===== config.mk =====
export PLATFORM = sky130hd
export DESIGN_NAME = dts_ctrl
export DESIGN_NICKNAME = d
export VERILOG_FILES = /design/src/hw/rtl/dts_pkg.sv /design/src/hw/rtl/dts_ctrl.sv
export SDC_FILE = /design/constraint.sdc
export NUM_CORES = 1
export LEC_CHECK = 0
export ABC_AREA = 1
export BUFFER_PORTS_ARGS = -buffer_cell sky130_fd_sc_hd__buf_4
export CAP_MARGIN = 40
export CORE_AREA = 10 10 47 49
export CTS_CLUSTER_DIAMETER = 50
export DETAILED_ROUTE_END_ITERATION = 6
export DIE_AREA = 0 0 57 59
export GPL_TIMING_DRIVEN = 0
export PLACE_DENSITY = 0.6
export SKIP_CTS_REPAIR_TIMING = 1
export SLEW_MARGIN = 30
export SYNTH_ARGS = -nofsm -noshare
export SYNTH_HDL_FRONTEND = slang
export SYNTH_SLANG_ARGS = --single-unit

===== constraint.sdc =====
create_clock -name clk -period 1.6 [get_ports clk]
set_clock_uncertainty 0.1 [all_clocks]
set_input_delay 0.08 -clock clk [delete_from_list [all_inputs] [get_ports clk]]
set_output_delay 0.08 -clock clk [all_outputs]
set_load 0.02 [all_outputs]

===== src/hw/rtl/dts_pkg.sv =====
// ----------------------------------------------------------------------------
// dts_pkg
// shared types and constants of the deadline timer scheduler
// ----------------------------------------------------------------------------
`default_nettype none
package dts_pkg;

    localparam int TW = 48;

    typedef enum logic [2:0] {
        CMD_ADD_REL = 3'd0,
        CMD_ADD_ABS = 3'd1,
        CMD_DELETE  = 3'd2,
        CMD_CANCEL  = 3'd3,
        CMD_TICK    = 3'd4,
        CMD_QUERY   = 3'd5
    } cmd_t;

    typedef enum logic [2:0] {
        EV_ADDED     = 3'd0,
        EV_FULL      = 3'd1,
        EV_DELETED   = 3'd2,
        EV_CANCELLED = 3'd3,
        EV_QUERY     = 3'd4,
        EV_FIRED     = 3'd5,
        EV_TICK_DONE = 3'd6
    } ev_t;

    localparam logic [5:0] LIMIT_RESET = 6'd49;
    localparam logic [1:0] REG_MAX_FIRES = 2'd0;

    typedef struct packed {
        logic [2:0]    command;
        logic [31:0]   timer_id;
        logic [TW-1:0] delay;
        logic [TW-1:0] period;
        logic [7:0]    timer_kind;
        logic [31:0]   user_data;
        logic [TW-1:0] now_time;
    } req_t;

    typedef struct packed {
        logic [2:0]  event_kind;
        logic        found;
        logic [31:0] out_id;
        logic [7:0]  out_kind;
        logic [31:0] out_data;
        logic        one_shot;
        logic        drained;
        logic        last;
    } rsp_t;

    // controller to datapath
    typedef struct packed {
        logic latch;      // capture request, clear scan state
        logic scan;       // visit one slot
        logic do_add;     // write found free slot
        logic do_remove;  // clear valid of hit slot
        logic do_fire;    // re-arm or free best slot
        logic count_fire;
    } dp_cmd_t;

    // datapath to controller
    typedef struct packed {
        logic scan_last;
        logic hit;        // id match or free slot or due slot found
        logic limit_hit;  // fired count equals limit
    } dp_sts_t;

    function automatic logic [TW-1:0] sat_add(input logic [TW-1:0] a, input logic [TW-1:0] b);
        logic [TW:0] s;
        s = {1'b0, a} + {1'b0, b};
        return s[TW] ? {TW{1'b1}} : s[TW-1:0];
    endfunction

endpackage
`default_nettype wire


===== src/hw/rtl/dts_ctrl.sv =====
// ----------------------------------------------------------------------------
// dts_ctrl
// command sequencer of the deadline timer scheduler
// ----------------------------------------------------------------------------
`default_nettype none
module dts_ctrl
    import dts_pkg::*;
(
    input  wire logic    clk,
    input  wire logic    rst_n,
    input  wire logic    start,
    input  wire logic [2:0] command,
    input  wire logic [2:0] cur_cmd,
    input  wire dp_sts_t sts,
    output dp_cmd_t      cmd,
    output logic         busy,
    output logic         strobe,
    output logic         sel_done
);
    typedef enum logic [4:0] {
        S_IDLE = 5'b00001,
        S_SCAN = 5'b00010,
        S_WAIT = 5'b00100,
        S_EMIT = 5'b01000,
        S_DONE = 5'b10000
    } state_t;

    state_t state_reg, state_next;
    logic   valid_cmd;
    logic   tick;

    assign valid_cmd = (command inside {CMD_ADD_REL, CMD_ADD_ABS, CMD_DELETE,
                                        CMD_CANCEL, CMD_TICK, CMD_QUERY});
    assign tick = (cur_cmd == CMD_TICK);
    assign busy = (state_reg != S_IDLE);

    always_comb
    begin
        state_next = state_reg;
        cmd        = '0;
        strobe     = 1'b0;
        sel_done   = 1'b0;
        case (state_reg)
            S_IDLE:
            begin
                if (start && valid_cmd)
                begin
                    cmd.latch  = 1'b1;
                    state_next = S_SCAN;
                end
            end
            S_SCAN:
            begin
                if (tick && sts.limit_hit)
                    state_next = S_DONE;
                else if (sts.scan_last)
                    state_next = S_WAIT;
                else
                    cmd.scan = 1'b1;
            end
            S_WAIT:
            begin
                state_next = S_EMIT;
            end
            S_EMIT:
            begin
                if (tick)
                begin
                    if (sts.hit)
                    begin
                        strobe         = 1'b1;
                        cmd.do_fire    = 1'b1;
                        cmd.count_fire = 1'b1;
                        state_next     = S_SCAN;
                    end
                    else
                        state_next = S_DONE;
                end
                else
                begin
                    strobe        = 1'b1;
                    cmd.do_add    = sts.hit && (cur_cmd == CMD_ADD_REL || cur_cmd == CMD_ADD_ABS);
                    cmd.do_remove = sts.hit && (cur_cmd == CMD_DELETE || cur_cmd == CMD_CANCEL);
                    state_next    = S_IDLE;
                end
            end
            S_DONE:
            begin
                strobe     = 1'b1;
                sel_done   = 1'b1;
                state_next = S_IDLE;
            end
            default: state_next = S_IDLE;
        endcase
    end

    always_ff @(posedge clk or negedge rst_n)
    begin
        if (!rst_n)
            state_reg <= S_IDLE;
        else
            state_reg <= state_next;
    end
endmodule
`default_nettype wire


# After elaboration in Yosys (flattened, before gate mapping)
# Index checks and enable logic that the tools add are counted.
[totals]
word_cells = 47
input_bits = 12
regBits = 5
output_inout_bits = 9
[op_classes]
n_eq_ne = 17
mux = 19
reduce_logical = 10
[ops]
columns = ["cell", "n"]
rows = [
  ["two-way mux 5 bit", 5],
  ["case mux 5 bit (4 select lines)", 1],
  ["equality test 3 x 2 -> 1 bit (second input constant)", 4],
  ["equality test 3 bit (second input constant)", 3],
  ["two-way mux 1 bit", 8],
  ["equality test 3 x 1 -> 1 bit (second input constant)", 2],
  ["zero test 3 bit", 2],
  ["two-way mux 2 bit", 3],
  ["nonzero test 6 bit", 1],
  ["equality test 5 x 1 -> 1 bit (second input constant)", 1],
  ["equality test 5 x 2 -> 1 bit (second input constant)", 1],
  ["equality test 5 x 3 -> 1 bit (second input constant)", 1],
  ["equality test 5 x 4 -> 1 bit (second input constant)", 1],
  ["equality test 5 bit (second input constant)", 1],
  ["inequality test 5 x 1 -> 1 bit (second input constant)", 1],
  ["logical AND 1 bit", 4],
  ["two-way mux 4 bit", 1],
  ["inequality test 3 bit (second input constant)", 1],
  ["logical OR 1 bit", 2],
  ["inequality test 2 bit (second input constant)", 1],
  ["case mux 1 bit (2 select lines)", 1],
  ["AND reduction 2 bit", 1],
]

# Depth between registers and ports, before layout
# Gate-level depths: netlist of the first run.
[logic_depth]
ltp_word = 5
depth_mapped = 7
depth_no_buf = 7

# Least setup slack after synthesis of the first run
# No wires, ideal clock.
[synth_timing]
kind = "reg2out"
start = "register state_reg[1]"
end = "output cmd[3] (netlist name)"
required_ns = 1.420
path_stages_with_launch = 4
arrival_time_ns = 1.327
n_path_buf = 0
path_slack_ns = 0.093
path_cell_list = "dfrtp_1 -> nor2_2 -> nand4_1 -> nor4_1"
[synth_rtl]
columns = ["element", "line_no", "text"]
rows = [
  ["from (decl)", "dts_ctrl.sv:28", "state_t state_reg, state_next;"],
  ["from (signal assigned)", "dts_ctrl.sv:102", "state_reg <= state_next;"],
  ["to (decl)", "dts_ctrl.sv:15", "output dp_cmd_t cmd,"],
]

==> results of run 1 <==
[cell type report]
type / count / area (um2)
Buffer: 1 / 7.507
Clock buffer: 4 / 26.28
Fill cell: 153 / 773.2
Inverter: 12 / 45.04
Multi-Input combinational cell: 38 / 226.5
Sequential cell: 5 / 127.6
Tap cell: 16 / 20.02
Timing Repair Buffer: 23 / 175.2
[power by group through the flow]
stage | Clock [mW] | Sequential (mW) | Combinational [mW]
2_1_floorplan | 0 | 0.192 | 0.221
3_3_place_gp | 0 | 0.195 | 0.323
3_5_place_dp | 0 | 0.197 | 0.326
4_1_cts | 0.159 | 0.195 | 0.328
5_1_grt | 0.165 | 0.216 | 0.426
6_report | 0.151 | 0.209 | 0.382
[worst max path at each step]
stage / startpoint / end / slack [ns]
5_1_grt: state_reg[4] / cmd[2] / -0.02
4_1_cts: state_reg[1] / cmd[3] / -0.02
3_3_place_gp: state_reg[1] / cmd[3] / 0.25
6_report: state_reg[4] / cmd[2] / 0.08
2_1_floorplan: state_reg[1] / cmd[3] / 0.09
3_5_place_dp: state_reg[1] / cmd[3] / 0.25
[worst max-delay path, stage by stage, from the launching register on]
cell     delay [ns]
dfrtp_1        0.39
inv_2          0.10
nand2_1        0.09
nor2_4         0.17
nand2_2        0.07
nor3_2         0.11
buf_4          0.16
[per-layer routing]
layer / global-route usage (%) / up-vias / share of wire, %
met5: 0 / - / 0
met4: 5.034 / 0 / 1.5
met3: 3.863 / 2 / 9.1
met2: 9.922 / 14 / 48
met1: 7.470 / 199 / 41
li1: - / 232 / -
[cells in the mapped netlist, drive strengths merged]
library cell / n
nand3: 7
dfrtp: 4
nand2: 12
inv: 12
nor4: 1
nor3: 1
dfstp: 1
o22ai: 1
nand4: 4
nor2: 12
buf: 1
[kinds of logic (layout without fill, tap and decap cells)]
logic type             Yosys count  after routing  share of synthesized area [%]
buffers and inverters           13             40                          13.50
and+or+nand+nor                 37             37                          52.41
DFF                              5              5                          32.48
AOI/OAI and AO/OA                1              1                          1.609
[per-stage QoR]
stage,util (%),setup slack (ns),power (mW),setup TNS (ns)
after detailed placement,39.38,0.2517,0.5233,0
after CTS,41.25,-0.01918,0.6823,-0.02128
after global routing,44.82,-0.01900,0.8075,-0.03784
after global placement,39.38,0.2521,0.5178,0
after floorplan,-,0.09252,0.4131,0
final,44.82,0.08092,0.7412,0
==> results, run 1 <==
- Routability-driven placement finished with a final weighted congestion of about 0.75.
- The end of the worst register-to-register path is state_reg[1].
- The largest driver fanout on the critical path is 4.
- The die footprint is between 0.003 and 0.004 mm2.
- The cell area reported after detailed placement is about 550 um2.
- The required time at the endpoint of the critical path is approximately 1.4 ns.
- After synthesis the netlist holds a flip-flop and latch count of 5.
- The cell area after synthesis is between 300 and 400 um2.
- After routing the design area is about 630 um2.
- STA classifies the critical path startpoint as a register.
- The TritonCTS sink count is 5.
- The register with the most flip-flops in the layout has 5 of them.
- The synthesized design spends more area on one cell type than any other, namely dfrtp_1.
- The setup check on the worst reg-to-reg path leaves a slack of approximately 0.28 ns.
- The source-to-sink clock delay at the later pin of the worst-skew pair is ~0.25 ns.
- Across the run, the number of max-cap violations was 0.
- Counting tap cells, the placed design contains a total of roughly 90 instances.
- The checks that failed: hold timing.
- For this block, the via count after detailed routing is around 450.
- Once layout is complete, the cells apart from fillers number between 90 and 100.
- The antenna diode instance count is 0.
- The leading cell type in the layout, fill and taps excluded is buf_4.
- The class of the most critical hold timing path is input port to register.
- The part of the power in registers is 28.2%.
- Data on the critical path arrives at its endpoint at approximately 1.3 ns.
- Summed over all nets, the half-perimeter wirelength after detailed placement is ~860 um.
- The number of pins exceeding their max-slew limit in the final report is 0.
- The tree is rooted in a clkbuf_4.
- The proportion of power drawn by the clock network is 20.4%.
- Summed over all layers, the routed wires come to approximately 1100 um.
- The hold violation count in the final report is 1.
- The H-tree depth reported by CTS is 1.
- The final setup violation count is 0.
- The switching fraction of total power is between 40 and 50%.
- The synthesized netlist contains 15 unique library cells.
- The number of cells traversed by the worst hold path is 3.
- Of the cells placed in the final design, the portion with a size suffix greater than 1 is between 50% and 60%.
- The actual transition at the worst max-transition pin is about 0.18 ns.
- The global-route congestion overflow total is 0.
- The flow ran to the end, but the final reports show violations.
- The design internal power is 0.4343 mW.
- The number of antenna violations at the first check in global routing is 0.
- The number of buffer cells added on primary ports is 19.
- The instance count of the mapped netlist is between 50 and 60.
- The first detailed-routing pass took 4 iterations.
- By startpoint and endpoint, the worst setup path is classified as register to primary output.
- Setup repair after global routing could not meet its margin everywhere.
- The worst register-to-register path begins at state_reg[0].
- TritonCTS built the clock tree.
- In this run the power spent charging and discharging nets is 0.3069 mW.
- The top cell type by area accounts for 25.72% of the synthesized area.
- The relative area change from synthesis to final layout is 61.41%.
- Final hold analysis gives a worst-case slack of -0.01336 ns.
- For this design the static power due to leakage is approximately 0.35 nW.
- The global routing usage summed across all routing layers is 6.907%.
- The floorplan step set the die width to 57 um.
- The number of cell instances on the worst register-to-register path is 7.
- No sink is reached through more buffers than the 2 on the longest clock path.
- The post-synthesis area per instance is roughly 6.9 um2.
- The vertical die dimension is slightly below 60 um.
- The effective utilization at floorplan is about 28%.
- The number of nets in the synthesized netlist is 68.
- In the layout the commonest cells are buf_4 (23), inv_1 (9), nand2_1 (9).
- The via count of the first global-routing pass is 429.
- The peak supply drop is about 0.5 mV.
- The net total in the final layout is between 90 and 100.
- The DRC violation count after routing is 0.
- In this run the power density over the cells is around 1200 mW/mm2.
- Of the available clock period, the critical path in the final layout requires approximately 95%.
- In this run the count of I/O pins placed on the die edge is 21.
- The endpoint of the worst hold-timing path is state_reg[2].
- The detail-routed via count per cell is 4.515.
- Dividing the detail-routed wire length by the instance count gives roughly 11 um.
- The share of total power dissipated in combinational logic is around half.
- The worst setup path is captured at a primary output.
- Yosys attributes the largest share of cell area to dfrtp_1 (26%), inv_1 (12%), nand2_1 (9.6%).
- The minimum period implied by the final worst setup slack is 1.519 ns.
- The post-synthesis sequential area ratio is between 30% and 40%.
- The count of routing violations after the opening detailed-route iteration is 13.
- The clock transition at the registers of the reported paths is 0.05 ns.
- In this run the tightest slew margin relative to its limit is 87.67%.
- The count of synthesis-stage warnings from yosys is 0.
- After floorplanning, the core was divided into 14 placement rows.
- The number of antenna-violating nets in the routed design is 0.
- Static timing analysis puts the maximum clock frequency at between 600 and 700 MHz.
- The region available for standard cell placement spans roughly 0.0014 mm2.
- In this run the most critical hold path is launched from sts[2].
- The maximum number of pins on one net before global-route repair is 6.
- The first-pass GRT wire length is between 1500 and 2000 um.
- The total clock buffers created by CTS is 3.
No activity file was read; power rests on OpenSTA's default activity.
==> inputs of run 2 (changes only) <==
- CELL_PAD_IN_SITES_DETAIL_PLACEMENT: default -> 0
- CELL_PAD_IN_SITES_GLOBAL_PLACEMENT: default -> 1
- CORE_AREA: 10 10 47 49 -> default
- CORE_MARGIN: default -> 10
- CORE_UTILIZATION: default -> 27
- DIE_AREA: 0 0 57 59 -> default
- PLACE_DENSITY: 0.6 -> 0.77
- RECOVER_POWER: default -> 50
==> results, run 2 (synthesized netlist as in run 1, its figures left out) <==
- STA classifies the critical path startpoint as a register.
- The number of pins exceeding their max-slew limit in the final report is 0.
- The endpoint type of the worst setup path is a primary output.
- The effective utilization at floorplan is roughly 30%.
- In the final layout, the multi-input gates occupy between 200 and 250 um2.
- 0 antenna diodes ended up in the layout.
- The net total in the final layout is 96.
- The final reports fail on hold timing.
- The relative area change from synthesis to final layout is 59.81%.
- The first-pass GRT wire length is between 1500 and 2000 um.
- The actual transition at the worst max-transition pin is 0.2480 ns.
- The congestion estimate from routability-driven global placement came to about 0.76.
- After detailed routing, the number of vias per cell comes to around 4.6.
- The count of filler cells inserted in the layout is ~150.
- After layout, the minimum clock period comes to ~1.5 ns.
- The max-capacitance violation count is 0.
- For this run, design rule violations remaining after detail routing come to 0.
- Entering global routing, the biggest net connects 6 pins.
- The area of all sequential standard cells is roughly 130 um2.
- The floorplan step defined a die boundary enclosing around 0.0034 mm2.
- Leaving out fill and tap cells, the most frequent cells in the layout are buf_4 (22), inv_1 (9), nand2_1 (9).
- The highest cell delay on the worst timing path is roughly 0.42 ns.
- The leading cell type in the layout, fill and taps excluded is buf_4.
- The number of flip-flops under the largest register name is 5.
- The highest clock rate is 647.7 MHz.
- Clock latency on the worst-skew pair, taken at its later pin, is between 0.2 and 0.25 ns.
- The row count is 13.
- The hold violation count in the final report came to 1.
- Data on the critical path is required at its endpoint by around 1.4 ns.
- The setup slack at placement is ~0.24 ns.
- Headroom to the max-slew limit came out at roughly 83%.
- The global-route congestion overflow total is 0.
- The TritonCTS sink count is 5.
- The number of antenna-violating nets in the routed design is 0.
- At the worst endpoint, the arrival time is roughly 1.4 ns.
- The via count of the first global-routing pass is 425.
- The signal on the critical path passes through nor2_4 > nand2_2 > nor2_4 > nand2_2 > nor3_2 > buf_4.
- The buffers plus inverters on the worst setup path is 1.
- The critical setup path kind is register to primary output.
- After clock tree synthesis, the clock-pin slew on the worst setup and hold paths is approximately 0.040 ns.
- The share of final-layout standard cells stronger than drive strength 1 is about half.
- The number of top-level pins is 21.
- Final hold analysis gives a worst-case slack of -0.01169 ns.
- The first routing iteration left 5 violations.
- The flow ran to the end, but the final reports show violations.
- TritonCTS built the clock tree.
- The final standard cell utilization of the core is about 47%.
- The routed layout has about 450 vias.
- The die width is 57.97 um.
- Setup violations remaining at the end of the flow were counted as 0.
- The region available for standard cell placement spans between 0.001 and 0.0015 mm2.
- Grouping stages by cell kind, the critical path spends the most delay in simple AND/OR/NAND/NOR gates.
- The tree is rooted in a clkbuf_4.
- The sum of net half-perimeters after detailed placement is 925.3 um.
- The post-detailed-routing wire length is roughly 1200 um.
- The post-detailed-route wirelength per cell is between 10 and 15 um.
- The global routing usage summed across all routing layers is ~7%.
- The leakage component of the power is about 0.35 nW.
- The setup slack of the critical path after layout is between 0.05 and 0.06 ns.
- During placement, the flow inserted port buffers numbering 19.
- The number of antenna violations at the first check in global routing is 0.
- The clock tree buffer depth is 2.
- Power spread over the standard cell area amounts to approximately 1200 mW/mm2.
- The peak supply drop is just over 0.7 mV.
- The slowest stage of the critical path belongs to the cell dfrtp_1.
- The number of iterations in the first detailed-routing pass is 5.
- The largest driver fanout on the critical path is 4.
- The vertical die dimension is between 50 and 60 um.
- CTS built an H-tree with a depth of 1.
- The total clock buffers created by CTS is 3.
- In this run the worst hold path is classified as input port to register.
- The worst path uses 96.49% of the clock period.
==> run 2: changes by cell type in the layout (fill, tap and decap cells not counted) <==
cell / change
clkbuf_1: +1
dfrtp_2: -1
buf_4: -1
dfrtp_1: +1
==> run 2: stage by stage <==
stage	area, um2	hold WS [ns]	TNS, ns	power, mW	instances
2_1_floorplan	389.1	-0.3156	0	0.4131	56
3_3_place_gp	550.5	-0.2196	0	0.5194	90
3_5_place_dp	550.5	-0.2179	0	0.5234	90
4_1_cts	576.8	-0.4841	-0.04199	0.6769	94
5_1_grt	621.8	0.008234	-0.05366	0.8131	98
6_report	621.8	-0.01169	0	0.7378	98
==> run 2: path summary, 6_finish.rpt <==
check	from	end	slack (ns)	depth (start not counted)
max	state_reg[1]	cmd[2]	0.06	6
max reg2reg	state_reg[0]	state_reg[1]	0.26	7
max in group asynchronous	rst_n	state_reg[0]	1.02	2
min reg2reg	state_reg[4]	state_reg[3]	0.52	3
min	sts[2]	state_reg[2]	-0.01	3
min in group asynchronous	rst_n	state_reg[1]	0.12	2
==> run 2: area by class of cell <==
class / count / share of cell area (%)
well taps: 15 / 3.018
inverters: 12 / 7.243
plain buffers: 1 / 1.207
repair buffers: 23 / 27.57
clock buffers: 4 / 4.225
multi-input cells: 38 / 36.42
flip-flops and latches: 5 / 20.32
==> run 2: metal layers <==
metal	track usage (%)	routed length, um	part of all wire [%]	up-vias
li1	-	-	-	231
met5	0	0	0	-
met1	7.082	456	39	196
met2	10.43	593	51	15
met3	3.704	90	7.7	4
met4	5.034	25	2.1	0
==> run 2: power by group <==
group	total, mW	leakage, nW	internal, mW	switching (mW)
combinational	0.385	0.270	0.169	0.216
sequential	0.207	0.0648	0.167	0.0399
clock	0.146	0.0150	0.0943	0.0518
total	0.738	0.349	0.431	0.307
==> run 2: worst reg2reg max path, delay by kind of cell, from the launching register on <==
kind,cells,cell delay [ns]
buffers and inverters,2,0.21
DFF,1,0.56
and+or+nand+nor,5,0.41
==> inputs of run 3 (changes only) <==
- CORE_UTILIZATION: 27 -> 29
- PLACE_DENSITY: 0.77 -> 0.82
- REMOVE_ABC_BUFFERS: default -> 1
- clock period: 1.6 -> 1.99 ns (I/O delays scaled with it)
==> results, run 3 (synthesized netlist as in run 1, its figures left out) <==
- The share of total power dissipated in sequential elements is between 20% and 30%.
- Among all stages on the critical path, the largest delay is contributed by dfrtp_1.
- The worst slack on hold paths is 0.01374 ns.
- Cells fill around 45% of the core in the end.
- The leading cell type in the layout, fill and taps excluded is buf_4.
- 0 antenna diodes ended up in the layout.
- The finished cells cover around 570 um2.
- The number of antenna violations at the first check in global routing came to 0.
- Global routing consumed, on the met1 layer, approximately 6.4% of the routing resources.
- The register with the most flip-flops in the layout has 5 of them.
- For this configuration, the core starts out at a cell density of 30.28%.
- The flow ran to the end, and the final reports show no timing, DRC or antenna violations.
- The number of cell instances on the worst register-to-register path is 7.
- The endpoint of the worst hold-timing path is state_reg[2].
- The actual transition at the worst max-transition pin is 0.2828 ns.
- Using the TritonRoute via totals, the vias-per-cell ratio works out to 4.489.
- For this design the ratio of total power to cell area is just over 900 mW/mm2.
- Data on the critical path arrives at its endpoint at between 1 and 1.5 ns.
- The die footprint is 0.003207 mm2.
- The sum of net half-perimeters after detailed placement is just over 900 um.
- The minimum setup slack among reg-to-reg paths is approximately 0.7 ns.
- The headroom to the max-slew limit is approximately 81%.
- Entering global routing, the biggest net connects 6 pins.
- The area growth from synthesis to layout is 47.27%.
- The number of buffer cells added on primary ports is 19.
- The library cells used most frequently in the layout, excluding fill and tap cells, are buf_4 (18), inv_1 (12), nand2_1 (10).
- The beginning of the worst register-to-register path is state_reg[1].
- Setup violations remaining at the end of the flow were counted as 0.
- The clock tree buffer depth is 2.
- The proportion of power drawn by the clock network is 22.0%.
- In this run the cell area measured after placement is 543.0 um2.
- Routability-driven placement finished with a final weighted congestion of 0.7236.
- The clock transition at the registers of the reported paths is around 0.040 ns.
- Clock tree synthesis found a total of 5 sinks.
- Global routing used approximately 4.9% of the available met3 tracks.
- In this run the standard cell core region covers around 0.0013 mm2.
- In the final routed layout, each cell accounts on average for about 11 um.
- The global routing usage summed across all routing layers is 7.088%.
- In this run the remaining antenna-violating nets after routing total 0.
- After the last flow step, the layout net total stands at a little over 90.
- The net switching component of the power is 0.2181 mW.
- The tree is rooted in a clkbuf_4.
- The H-tree depth reported by CTS is 1.
- In this run the core area contains 13 standard-cell rows.
- The max-capacitance violation count is 0.
- The combinational cell fraction of total power is around half.
- The first-pass GRT wire length is 1773 um.
- The post-placement cell count is 89.
- The peak supply drop is around 0.58 mV.
- The worst setup path is captured at a primary output.
- The worst setup path is of the register to primary output kind.
- In the global route stage, met2 resource usage came out at between 10 and 15%.
- Setup repair after global routing left no endpoint under its margin.
- The power after layout is between 0.5 and 0.6 mW.
- Across all setup checks in the final design, the least slack found is between 0.3 and 0.4 ns.
- The number of pins exceeding their max-slew limit in the final report is 0.
- The worst hold path passes through 3 cells.
- For this block, the initial DRC count from the detailed router was 9.
- In the routed design, unresolved DRC markers number 0.
- The design internal power is between 0.3 and 0.4 mW.
- From bottom edge to top edge, the die measures ~57 um.
- Summed over all failing endpoints, the final setup total negative slack is 0 ns.
- For the worst setup path, the data required time is ~1.8 ns.
- In this run the worst path has a maximum fanout of 4.
- The routed design has between 1000 and 1500 um of wire.
- The kind of launch point of the worst setup path is a register.
- The first TritonRoute pass finished after 2 iterations.
- In this run the count of I/O pins placed on the die edge is 21.
- The count of filler cells inserted in the layout is between 100 and 150.
- The share of the clock period used by the worst path after layout is 84.92%.
- After global routing the overflow that remains totals 0.
- The finished layout holds between 90 and 100 standard cells, fillers aside.
- The via total after detailed routing is 422.
- The TritonCTS clock tree is yes.
- The worst hold path begins at sts[2].
- Timing would allow up to a little under 600 MHz.
- The switching fraction of total power is approximately 42%.
- The layer carrying the most global-route usage is met2.
- The clock reaches the later pin of the worst-skew pair after around 0.24 ns.
- The leakage component of the power is between 0.3 and 0.4 nW.
- The minimum period implied by the final worst setup slack is around 1.7 ns.
- The largest single stage delay on the critical path is 0.38 ns.
- The share of final-layout standard cells stronger than drive strength 1 is approximately 40%.
- The class of the most critical hold timing path is input port to register.
- Before CTS, the worst setup slack after placement is between 0.6 and 0.7 ns.
- The end of the worst register-to-register path is state_reg[1].
- The total clock buffers created by CTS is 3.
- The via count of the first global-routing pass is 428.
- Traced cell by cell, the critical path runs through nor2_1 > nand4_1 > nor4_1 > buf_4.
- The floorplan step set the die width to roughly 57 um.
- The hold violation count in the final report is 0.
## run 3: changes by cell type in the layout (fill, tap and decap cells not counted), sizes merged
| cell | previous run | this run |
|---|---|---|
| buf | 22 | 18 |
## run 3: worst max-delay path by stage
stage	end	slack [ns]	start	depth (start not counted)
after global placement	cmd[3]	0.62	state_reg[1]	4
after detailed placement	cmd[3]	0.62	state_reg[1]	4
final	cmd[3]	0.30	state_reg[1]	4
after floorplan	cmd[3]	0.46	state_reg[1]	3
after global routing	cmd[3]	0.16	state_reg[1]	4
after CTS	cmd[3]	0.36	state_reg[1]	4
## run 3: metal layers
layer / wire (um) / vias to the layer above
li1: - / 223
met1: 370 / 189
met2: 588 / 10
met3: 80 / 0
met4: 0 / 0
met5: 0 / -
## run 3: final cells by class
cell class / instances / area, um2 / area share (%)
Multi-Input combinational cell: 38 / 207.7 / 36.24
Timing Repair Buffer: 20 / 148.9 / 25.98
Sequential cell: 5 / 126.4 / 22.05
Inverter: 12 / 45.04 / 7.860
Clock buffer: 4 / 26.28 / 4.585
Tap cell: 15 / 18.77 / 3.275
## run 3: power by group through the flow
stage | Clock (mW) | Combinational, mW | Sequential (mW)
2_1_floorplan | 0 | 0.178 | 0.154
3_5_place_dp | 0 | 0.263 | 0.159
6_report | 0.115 | 0.257 | 0.153
3_3_place_gp | 0 | 0.260 | 0.157
4_1_cts | 0.122 | 0.263 | 0.157
5_1_grt | 0.132 | 0.293 | 0.157
## run 3: worst max-delay path, delay by kind of cell, from the launching register on
family / cells / cell delay [ns]
buf+inv: 1 / 0.19
simple gates: 3 / 0.68
flops: 1 / 0.38
